===== config.mk =====
export PLATFORM = sky130hd
export DESIGN_NAME = dwarf_eh_pointer_decoder
export DESIGN_NICKNAME = d
export VERILOG_FILES = /design/src/design/ehpd_pkg.sv /design/src/design/dwarf_eh_pointer_decoder.sv /design/src/design/ehpd_front.sv /design/src/design/ehpd_queue.sv /design/src/design/ehpd_back.sv
export SDC_FILE = /design/constraint.sdc
export NUM_CORES = 1
export LEC_CHECK = 0
export BUFFER_PORTS_ARGS = -buffer_cell sky130_fd_sc_hd__buf_2
export CAP_MARGIN = 10
export CORE_MARGIN = 2
export CORE_UTILIZATION = 55
export DETAILED_ROUTE_END_ITERATION = 10
export PLACE_DENSITY = 0.78
export SYNTH_ARGS = -nofsm -noshare
export SYNTH_HDL_FRONTEND = slang
export SYNTH_HIERARCHICAL = 1
export SYNTH_SLANG_ARGS = --single-unit

===== constraint.sdc =====
create_clock -name clk -period 7.63 [get_ports clk]
set_clock_uncertainty 0.05 [all_clocks]
set_input_delay 0.3815 -clock clk [delete_from_list [all_inputs] [get_ports clk]]
set_output_delay 0.3815 -clock clk [all_outputs]
set_load 0.02 [all_outputs]

===== src/design/ehpd_pkg.sv =====
`timescale 1ns / 1ps
// ----------------------------------------------------------------------------
// ehpd_pkg
// Shared types, codes and constants of the exception-header pointer decoder.
// ----------------------------------------------------------------------------
package ehpd_pkg;

	localparam int VALUE_W         = 64;
	localparam int ENC_W           = 8;
	localparam int REG_INDEX_W     = 1;
	localparam int DEF_MAX_LEB     = 10;
	localparam int DEF_QUEUE_DEPTH = 4;

	localparam logic [REG_INDEX_W-1:0] REG_ENCODING = 1'b0;
	localparam logic [REG_INDEX_W-1:0] REG_FUNC_BASE = 1'b1;

	localparam logic [ENC_W-1:0] ENC_OMIT  = 8'hFF;
	localparam logic [ENC_W-1:0] ENC_RESET = 8'hFF;

	localparam logic [3:0] FMT_ABS  = 4'h0;
	localparam logic [3:0] FMT_ULEB = 4'h1;
	localparam logic [3:0] FMT_U2   = 4'h2;
	localparam logic [3:0] FMT_U4   = 4'h3;
	localparam logic [3:0] FMT_U8   = 4'h4;
	localparam logic [3:0] FMT_SLEB = 4'h9;
	localparam logic [3:0] FMT_S2   = 4'hA;
	localparam logic [3:0] FMT_S4   = 4'hB;
	localparam logic [3:0] FMT_S8   = 4'hC;

	localparam logic [2:0] RELOC_PC   = 3'h1;
	localparam logic [2:0] RELOC_FUNC = 3'h4;

	localparam logic [1:0] REL_NONE = 2'd0;
	localparam logic [1:0] REL_PC   = 2'd1;
	localparam logic [1:0] REL_FUNC = 2'd2;

	localparam logic [1:0] ST_OK   = 2'd0;
	localparam logic [1:0] ST_OMIT = 2'd1;
	localparam logic [1:0] ST_LONG = 2'd2;

	localparam logic [1:0] CMD_DATA = 2'd0;
	localparam logic [1:0] CMD_OMIT = 2'd1;
	localparam logic [1:0] CMD_LONG = 2'd2;

	typedef struct packed {
		logic [7:0]         data_byte;
		logic [VALUE_W-1:0] byte_address;
	} ehpd_byte_t;

	typedef struct packed {
		logic [VALUE_W-1:0] decoded_value;
		logic [1:0]         status;
	} ehpd_result_t;

	typedef struct packed {
		logic [1:0]         kind;
		logic               first;
		logic               last;
		logic [7:0]         payload;
		logic [5:0]         shift;
		logic               shift_ok;
		logic               ext;
		logic [5:0]         ext_shift;
		logic [1:0]         rel;
		logic [VALUE_W-1:0] addr;
	} ehpd_cmd_t;

endpackage


===== src/design/dwarf_eh_pointer_decoder.sv =====
`timescale 1ns / 1ps
// ----------------------------------------------------------------------------
// dwarf_eh_pointer_decoder
// Byte-serial decoder of exception-header encoded pointers.
// A completed value passes from the queue through stage s1 into the output register.
// Throughput: one byte per cycle unless stalled; limited by the single accumulate stage.
// Reset: encoding reads omit, function base zero, queue and partial value empty.
// ----------------------------------------------------------------------------
module dwarf_eh_pointer_decoder #(
	parameter int MAX_LEB_BYTES = ehpd_pkg::DEF_MAX_LEB,
	parameter int QUEUE_DEPTH   = ehpd_pkg::DEF_QUEUE_DEPTH
) (
	input  logic                                clk,
	input  logic                                arst_n,
	input  logic                                write_enable,
	input  logic [ehpd_pkg::REG_INDEX_W-1:0]    write_index,
	input  logic [ehpd_pkg::VALUE_W-1:0]        write_data,
	input  logic                                byte_valid,
	output logic                                byte_stall,
	input  ehpd_pkg::ehpd_byte_t                byte_item,
	output logic                                result_valid,
	input  logic                                result_stall,
	output ehpd_pkg::ehpd_result_t              result_item
);
	import ehpd_pkg::*;

	logic [ENC_W-1:0]   encoding_q;
	logic [VALUE_W-1:0] func_base_q;
	logic               enc_write;
	logic               push;
	logic               q_pop;
	logic               q_full;
	logic               q_empty;
	ehpd_cmd_t          push_cmd;
	ehpd_cmd_t          pop_cmd;

	assign enc_write = write_enable && (write_index == REG_ENCODING);

	always_ff @(posedge clk or negedge arst_n) begin
		if (!arst_n) begin
			encoding_q  <= ENC_RESET;
			func_base_q <= '0;
		end else if (write_enable) begin
			if (write_index == REG_ENCODING) begin
				encoding_q <= write_data[ENC_W-1:0];
			end else if (write_index == REG_FUNC_BASE) begin
				func_base_q <= write_data;
			end
		end
	end

	ehpd_front #(
		.MAX_LEB_BYTES(MAX_LEB_BYTES)
	) u_front (
		.clk       (clk),
		.arst_n    (arst_n),
		.encoding  (encoding_q),
		.clear     (enc_write),
		.byte_valid(byte_valid),
		.byte_item (byte_item),
		.q_full    (q_full),
		.byte_stall(byte_stall),
		.push      (push),
		.cmd       (push_cmd)
	);

	ehpd_queue #(
		.DEPTH(QUEUE_DEPTH)
	) u_queue (
		.clk      (clk),
		.arst_n   (arst_n),
		.push     (push),
		.push_data(push_cmd),
		.pop      (q_pop),
		.pop_data (pop_cmd),
		.full     (q_full),
		.empty    (q_empty)
	);

	ehpd_back u_back (
		.clk          (clk),
		.arst_n       (arst_n),
		.clear        (enc_write),
		.function_base(func_base_q),
		.q_empty      (q_empty),
		.q_data       (pop_cmd),
		.q_pop        (q_pop),
		.result_valid (result_valid),
		.result_stall (result_stall),
		.result_item  (result_item)
	);

	// error results carry a zero value
	assert property (@(posedge clk) disable iff (!arst_n)
		result_valid && (result_item.status != ST_OK) |-> result_item.decoded_value == '0)
		else $error("error result with nonzero value");

	// the queue is not empty in the cycle after a request is accepted
	assert property (@(posedge clk) disable iff (!arst_n)
		byte_valid && !byte_stall |=> !q_empty)
		else $error("accepted request missing from queue");

	// the queue is never popped while empty
	assert property (@(posedge clk) disable iff (!arst_n)
		q_empty |-> !q_pop)
		else $error("pop from empty queue");

endmodule


===== src/design/ehpd_front.sv =====
`timescale 1ns / 1ps
// ----------------------------------------------------------------------------
// ehpd_front
// Takes bytes, tracks the byte position within a value and classifies each
// byte into a command for the accumulate stage.
// ----------------------------------------------------------------------------
module ehpd_front #(
	parameter int MAX_LEB_BYTES = ehpd_pkg::DEF_MAX_LEB
) (
	input  logic                      clk,
	input  logic                      arst_n,
	input  logic [ehpd_pkg::ENC_W-1:0] encoding,
	input  logic                      clear,
	input  logic                      byte_valid,
	input  ehpd_pkg::ehpd_byte_t      byte_item,
	input  logic                      q_full,
	output logic                      byte_stall,
	output logic                      push,
	output ehpd_pkg::ehpd_cmd_t       cmd
);
	import ehpd_pkg::*;

	localparam int CNT_W = $clog2(MAX_LEB_BYTES);
	localparam int SH_W  = $clog2(7 * MAX_LEB_BYTES + 1);

	logic [CNT_W-1:0] taken_q;
	logic [CNT_W-1:0] taken_next;
	logic [CNT_W:0]   n;
	logic [SH_W-1:0]  sh_cur;
	logic [SH_W-1:0]  sh_end;
	logic [3:0]       fmt;
	logic [3:0]       fix_bytes;
	logic             supported;
	logic             is_leb;
	logic             is_signed;

	assign fmt        = encoding[3:0];
	assign is_signed  = fmt[3];
	assign byte_stall = q_full;
	assign push       = byte_valid && !q_full;
	assign n          = {1'b0, taken_q} + (CNT_W+1)'(1);
	assign sh_cur     = SH_W'(taken_q) * SH_W'(7);
	assign sh_end     = SH_W'(n) * SH_W'(7);

	always_comb begin
		supported = 1'b1;
		is_leb    = 1'b0;
		fix_bytes = 4'd8;
		unique case (fmt) inside
			FMT_ULEB, FMT_SLEB: begin
				is_leb = 1'b1;
			end
			FMT_U2, FMT_S2: begin
				fix_bytes = 4'd2;
			end
			FMT_U4, FMT_S4: begin
				fix_bytes = 4'd4;
			end
			FMT_ABS, FMT_U8, FMT_S8: begin
				fix_bytes = 4'd8;
			end
			default: begin
				supported = 1'b0;
			end
		endcase
	end

	always_comb begin
		cmd           = '0;
		cmd.addr      = byte_item.byte_address;
		cmd.first     = (taken_q == '0);
		cmd.kind      = CMD_DATA;
		taken_next    = '0;
		if (encoding[6:4] == RELOC_PC) begin
			cmd.rel = REL_PC;
		end else if (encoding[6:4] == RELOC_FUNC) begin
			cmd.rel = REL_FUNC;
		end else begin
			cmd.rel = REL_NONE;
		end
		if (encoding == ENC_OMIT || !supported) begin
			cmd.kind = CMD_OMIT;
		end else if (is_leb) begin
			cmd.payload  = {1'b0, byte_item.data_byte[6:0]};
			cmd.shift    = sh_cur[5:0];
			cmd.shift_ok = (sh_cur < SH_W'(VALUE_W));
			if (byte_item.data_byte[7]) begin
				if (n >= (CNT_W+1)'(MAX_LEB_BYTES)) begin
					cmd.kind = CMD_LONG;
				end else begin
					taken_next = n[CNT_W-1:0];
				end
			end else begin
				cmd.last      = 1'b1;
				cmd.ext       = is_signed && (sh_end < SH_W'(VALUE_W))
					&& byte_item.data_byte[6];
				cmd.ext_shift = sh_end[5:0];
			end
		end else begin
			cmd.payload  = byte_item.data_byte;
			cmd.shift    = {taken_q[2:0], 3'b000};
			cmd.shift_ok = 1'b1;
			if (n >= (CNT_W+1)'(fix_bytes)) begin
				cmd.last      = 1'b1;
				cmd.ext       = is_signed && (fix_bytes != 4'd8) && byte_item.data_byte[7];
				cmd.ext_shift = {fix_bytes[2:0], 3'b000};
			end else begin
				taken_next = n[CNT_W-1:0];
			end
		end
	end

	always_ff @(posedge clk or negedge arst_n) begin
		if (!arst_n) begin
			taken_q <= '0;
		end else if (clear) begin
			taken_q <= '0;
		end else if (push) begin
			taken_q <= taken_next;
		end
	end

endmodule


===== src/design/ehpd_queue.sv =====
`timescale 1ns / 1ps
// ----------------------------------------------------------------------------
// ehpd_queue
// Short command queue between the classify and accumulate parts.
// ----------------------------------------------------------------------------
module ehpd_queue #(
	parameter int DEPTH = ehpd_pkg::DEF_QUEUE_DEPTH
) (
	input  logic                clk,
	input  logic                arst_n,
	input  logic                push,
	input  ehpd_pkg::ehpd_cmd_t push_data,
	input  logic                pop,
	output ehpd_pkg::ehpd_cmd_t pop_data,
	output logic                full,
	output logic                empty
);
	import ehpd_pkg::*;

	localparam int PTR_W = (DEPTH > 1) ? $clog2(DEPTH) : 1;
	localparam int CNT_W = $clog2(DEPTH + 1);

	ehpd_cmd_t        entry_q [DEPTH];
	logic [PTR_W-1:0] wr_ptr_q;
	logic [PTR_W-1:0] rd_ptr_q;
	logic [CNT_W-1:0] count_q;

	assign full     = (count_q == CNT_W'(DEPTH));
	assign empty    = (count_q == '0);
	assign pop_data = entry_q[rd_ptr_q];

	always_ff @(posedge clk) begin
		if (push) begin
			entry_q[wr_ptr_q] <= push_data;
		end
	end

	always_ff @(posedge clk or negedge arst_n) begin
		if (!arst_n) begin
			wr_ptr_q <= '0;
			rd_ptr_q <= '0;
			count_q  <= '0;
		end else begin
			if (push) begin
				wr_ptr_q <= (wr_ptr_q == PTR_W'(DEPTH - 1)) ? '0 : wr_ptr_q + PTR_W'(1);
			end
			if (pop) begin
				rd_ptr_q <= (rd_ptr_q == PTR_W'(DEPTH - 1)) ? '0 : rd_ptr_q + PTR_W'(1);
			end
			if (push && !pop) begin
				count_q <= count_q + CNT_W'(1);
			end else if (pop && !push) begin
				count_q <= count_q - CNT_W'(1);
			end
		end
	end

endmodule


===== src/design/ehpd_back.sv =====
`timescale 1ns / 1ps
// ----------------------------------------------------------------------------
// ehpd_back
// Gathers value bits, applies sign extension, relocates and holds the result
// in an output register.
// ----------------------------------------------------------------------------
module ehpd_back (
	input  logic                               clk,
	input  logic                               arst_n,
	input  logic                               clear,
	input  logic [ehpd_pkg::VALUE_W-1:0]       function_base,
	input  logic                               q_empty,
	input  ehpd_pkg::ehpd_cmd_t                q_data,
	output logic                               q_pop,
	output logic                               result_valid,
	input  logic                               result_stall,
	output ehpd_pkg::ehpd_result_t             result_item
);
	import ehpd_pkg::*;

	logic [VALUE_W-1:0] acc_q;
	logic [VALUE_W-1:0] start_q;
	logic [VALUE_W-1:0] acc_n;
	logic [VALUE_W-1:0] start_n;
	logic [VALUE_W-1:0] ext_mask;
	logic               emit;

	logic               valid_s1;
	logic [VALUE_W-1:0] value_s1;
	logic [VALUE_W-1:0] addend_s1;
	logic [1:0]         status_s1;

	logic               out_valid_q;
	ehpd_result_t       out_q;
	logic               advance;
	logic               s1_free;

	assign advance      = !out_valid_q || !result_stall;
	assign s1_free      = !valid_s1 || advance;
	assign q_pop        = !q_empty && s1_free;
	assign emit         = (q_data.kind != CMD_DATA) || q_data.last;
	assign result_valid = out_valid_q;
	assign result_item  = out_q;

	always_comb begin
		acc_n = acc_q;
		if (q_data.shift_ok) begin
			acc_n = acc_q | (VALUE_W'(q_data.payload) << q_data.shift);
		end
		ext_mask = '0;
		if (q_data.ext) begin
			ext_mask = {VALUE_W{1'b1}} << q_data.ext_shift;
		end
		start_n = q_data.first ? q_data.addr : start_q;
	end

	always_ff @(posedge clk or negedge arst_n) begin
		if (!arst_n) begin
			acc_q   <= '0;
			start_q <= '0;
		end else if (clear) begin
			acc_q   <= '0;
			start_q <= '0;
		end else if (q_pop) begin
			if (emit) begin
				acc_q   <= '0;
				start_q <= '0;
			end else begin
				acc_q   <= acc_n;
				start_q <= start_n;
			end
		end
	end

	always_ff @(posedge clk or negedge arst_n) begin
		if (!arst_n) begin
			valid_s1    <= 1'b0;
			out_valid_q <= 1'b0;
		end else begin
			if (s1_free) begin
				valid_s1 <= q_pop && emit;
			end
			if (advance) begin
				out_valid_q <= valid_s1;
			end
		end
	end

	always_ff @(posedge clk) begin
		if (q_pop && emit) begin
			unique case (q_data.kind)
				CMD_OMIT: begin
					status_s1 <= ST_OMIT;
					value_s1  <= '0;
					addend_s1 <= '0;
				end
				CMD_LONG: begin
					status_s1 <= ST_LONG;
					value_s1  <= '0;
					addend_s1 <= '0;
				end
				default: begin
					status_s1 <= ST_OK;
					value_s1  <= acc_n | ext_mask;
					if (q_data.rel == REL_PC) begin
						addend_s1 <= start_n;
					end else if (q_data.rel == REL_FUNC) begin
						addend_s1 <= function_base;
					end else begin
						addend_s1 <= '0;
					end
				end
			endcase
		end
		if (advance && valid_s1) begin
			out_q.status        <= status_s1;
			out_q.decoded_value <= (value_s1 == '0) ? '0 : value_s1 + addend_s1;
		end
	end

endmodule

### Word-level counts from Yosys, hierarchy flattened

Memory sizes are Yosys's and may differ from the RTL's.
Index checks and enable logic that the tools add are counted.

| word-level totals | value |
|---|---|
| word-level logic and storage cells | 130 |
| memories kept | 1 |
| output and inout port bits | 68 |
| bits of input ports | 142 |
| register bits after elaboration | 409 |
| bits in writable memories | 368 |

Memory list:

| memory | words | bits a word | rd ports | clocked after Yosys merged registers in | wr ports | line | RTL |
|---|---|---|---|---|---|---|---|
| u_queue.entry_q | 4 | 92 | 1 | 0 | 1 | ehpd_queue.sv:23 | `ehpd_cmd_t entry_q [DEPTH];` |

| operators by class | value |
|---|---|
| bitwise operators | 3 |
| equal/unequal tests | 19 |
| multiplexer cells | 40 |
| shifts and indexed selects | 2 |
| $add $sub $neg | 6 |
| multipliers | 2 |
| reductions and logical operators | 38 |
| $lt $le $gt $ge | 4 |

Operators by type and width:

| cell | number |
|---|---|
| $mux 64 | 11 |
| $or 64x64->64 | 2 |
| $add 64x64->64 | 1 |
| $logic_not 64->1 | 1 |
| $shl 64x6->64 const A | 1 |
| $shl 8x6->64 | 1 |
| $mux 23 | 2 |
| $mux 4 | 7 |
| $eq 4x4->1 const B | 4 |
| $mux 2 | 8 |
| $lt 7x7->1 const B | 2 |
| $mux 7 | 2 |
| $logic_and 1x1->1 | 11 |
| $reduce_or 9->1 | 1 |
| $eq 2x2->1 const B | 4 |
| $eq 4x2->1 const B | 2 |
| $eq 8x8->1 const B | 1 |
| $logic_not 1->1 | 8 |
| $logic_not 4->1 | 2 |
| $pmux 4 s2 | 1 |
| $reduce_bool 2->1 | 4 |
| $reduce_or 2->1 | 4 |
| $mul 4x3->7 const B | 1 |
| $mul 5x3->7 const B | 1 |
| 19 further kinds | 32 |

### Depth between registers and ports, before layout

| logic depth | value |
|---|---|
| depth after elaboration | 9 |
| depth in mapped cells | 13 |
| gate-level depth less buffers | 13 |

### Cells and area by module

Netlist, hierarchy kept.

By module, submodules not included:

| module | sequential area each (sq um) | instances | cells each | area an instance (sq um) |
|---|---|---|---|---|
| ehpd_back | 9,138.8 | 1 | 1,763 | 18,280.0 |
| ehpd_queue | 11,225.8 | 1 | 518 | 13,751.9 |
| dwarf_eh_pointer_decoder | 1,811.7 | 1 | 154 | 2,750.1 |
| ehpd_front | 100.1 | 1 | 210 | 1,696.6 |

### Least setup slack after synthesis

No wires, ideal clock.

| timing | value |
|---|---|
| path kind | flip-flop to flip-flop |
| from | register u_queue.rd_ptr_q[0] |
| to | register u_back.addend_s1[0] (enable) |
| period minus slack after synthesis | 7.966 ns |
| setup time | 0.638 ns |
| path slack | -0.336 ns |
| data required time | 6.942 ns |
| arrival | 7.278 ns |
| buffers on the path | 3 |
| stages on the path, launching flop included | 9 |
| cell sequence | dfrtp_1 buf_6 buf_12 buf_8 mux4_2 inv_1 ha_1 nor2b_1 nor2b_1 |

RTL lines:

| what | line | RTL |
|---|---|---|
| from (decl) | ehpd_queue.sv:25 | `logic [PTR_W-1:0] rd_ptr_q;` |
| from (signal assigned) | ehpd_queue.sv:48 | `rd_ptr_q <= (rd_ptr_q == PTR_W'(DEPTH - 1)) ? '0 : rd_ptr_q + PTR_W'(1);` |
| to (signal assigned) | ehpd_back.sv:106 | `addend_s1 <= start_n;` |
| to (signal assigned) | ehpd_back.sv:108 | `addend_s1 <= function_base;` |
| to (decl) | ehpd_back.sv:30 | `logic [VALUE_W-1:0] addend_s1;` |

==> impl_metrics.tcl <==
set metrics [dict create \
    status "finished, final reports clean" \
    start_kind "register" \
    die_area_um2 68330 \
    fin_tns_setup_ns 0 \
    netlist_instances 2643 \
    cts_setup_buffers 0 \
    place.gp.congestion 0.9567 \
    via_per_inst 6.389 \
    n_fill_cell 4761 \
    rows 94 \
    portBuffers 209 \
    crit_arrival_ns 4.65 \
    cp-endpoint "u_back/start_q[60]" \
    multi_input_area_um2 12790 \
    rrSetupSlack_ns 3.50 \
    cts_max_level 3 \
    reg2reg_depth 7 \
    p_per_area_nw_per_um2 474.7 \
    wl_mm 98.22 \
    grt_usage 0.2885 \
    ff_latch_area_um2 22260 \
    grt.overflow.total 0 \
    root_buffer "clkbuf_16" \
    max_freq_mhz 241.9 \
    worstReg2RegStart "u_queue/rd_ptr_q[0]" \
    dp_hpwl_mm 63.53 \
    cts.sink_count 776 \
    coreArea_um2 65630 \
    yosysWarnings 6 \
    maxSlewViolCount 0 \
    worst_slew_pin_slew_ns 1.310 \
    reg2reg_to "u_back/start_q[60]" \
    crit_required_ns 8.14 \
    cts_buffers 78 \
    drv_cap 0 \
    final_hold_viol_count 0 \
    cts_tree "yes" \
    antenna_found_initial 3 \
    path_cells "mux4_2 -> inv_1 -> ha_4 -> nor2b_1 -> and3b_2 -> buf_4 -> a32o_1" \
    start_util 0.5553 \
    fp.dieH_um 261.4 \
    setup_viol 0 \
    synth_area_um2 36440 \
    clkTransAtPathRegs_ns 0.07 \
    cts-resized-gates 0 \
    post-route-period-util 0.5417 \
    dr.pass1.iters 7 \
    cts.path.max_buffers 3 \
    rsz0062_at_grt "false" \
    critical_path_class "register to register" \
    dieWidth_um 261.4 \
    dr.first_iter.drc_count 2759 \
    wl_per_cell_um 25.90 \
    grt_first_pass_wirelength_mm 148.1 \
    insertion_delay_ns 0.65 \
    drive_gt1_frac 0.2251 \
    final_nets 3106 \
    grt_start_max_net_pins 81 \
    crit_cells 7 \
    synth.avg_cell_area_um2 13.79 \
    slowest_stage "dfrtp_4" \
    min_period_ns 4.133 \
    critPathTopFamily "simple AND/OR/NAND/NOR gates" \
    vdd_drop_max_v 0.0003773 \
    ant_nets 0 \
    end_kind "register" \
    relSlewSlack 0.1251 \
    syn_nets 2886 \
    ios 210 \
    holdWs_ns 0.05372 \
    first_global_vias 23917 \
    hold_path.class "primary input to register" \
    utilization 0.6311 \
    leakagePower_nw 15.90 \
    syn_to_final_growth_pct 13.67 \
    drc 0 \
    crit_start "u_queue/rd_ptr_q[0]" \
    via_count 24227 \
    slowest_delay_ns 0.84 \
    worstPathMaxFanout 59 \
    cp.buffers_inverters 2 \
]
## flip-flops by register name (all words and copies together), names as in the netlist, 4 cells and up
name                cells
u_front/taken_q         4
encoding_q              7
u_back/start_q         64
u_back/value_s1        64
u_queue/entry_q       368
u_back/result_item     66
u_back/acc_q           64
u_back/addend_s1       64
func_base_q            64
## final cells by class
cell class,count,share of cell area
Sequential cell,776,0.5374
Multi-Input combinational cell,1594,0.3087
Timing Repair Buffer,364,0.06135
Clock buffer,103,0.05011
Tap cell,864,0.02610
Clock inverter,41,0.01187
Inverter,49,0.004440
Antenna cell,1,0.00006041
## layer usage
layer	GRT usage	vias up	part of all wire
met5	0	-	0.00019
met2	0.4559	1335	0.48
li1	-	10557	-
met1	0.4172	12157	0.41
met3	0.04539	174	0.091
met4	0.08602	4	0.026
## cell usage in the layout, fill, tap and decap left out, types with 78 or more instances in the layout
cell type / instances
dfrtp_1: 203
mux4_2: 91
a21oi_1: 175
nand2_1: 106
ha_1: 93
nor2_1: 252
buf_2: 208
edfxtp_1: 564
mux2_2: 139
clkbuf_16: 78
dlygate4sd3_1: 129
## worst min-delay path by stage
stage / start / to / cells after the start
floorplan: arst_n / func_base_q[0] / 0
global placement: u_back/status_s1[1] / u_back/result_item[1] / 0
detailed placement: u_back/status_s1[1] / u_back/result_item[1] / 0
CTS: write_data[17] / func_base_q[17] / 2
global route: write_data[17] / func_base_q[17] / 2
finish: write_data[17] / func_base_q[17] / 2
## power by group
group | internal, mW | total, mW | switching, mW
sequential | 6.21 | 6.95 | 0.747
clock | 2.19 | 3.85 | 1.67
combinational | 3.08 | 8.85 | 5.78
## stage by stage
stage	setup WS, ns	cells	total power [mW]	area, µm²
2_1_floorplan	1.669	2643	12.99	36440
6_report	3.497	3792	19.66	41420
4_1_cts	3.615	3791	19.50	41420
3_3_place_gp	3.736	3518	15.39	37560
5_1_grt	3.332	3792	20.62	41420
3_5_place_dp	3.654	3518	15.57	37560
## what timing repair did
| action | 4_1_cts | 5_1_grt |
|---|---|---|
| setup endpoints to repair | 0 | 0 |
| hold buffers | 129 | 0 |
| hold endpoints to repair | 384 | 0 |
(Power assumes the default switching activity.)
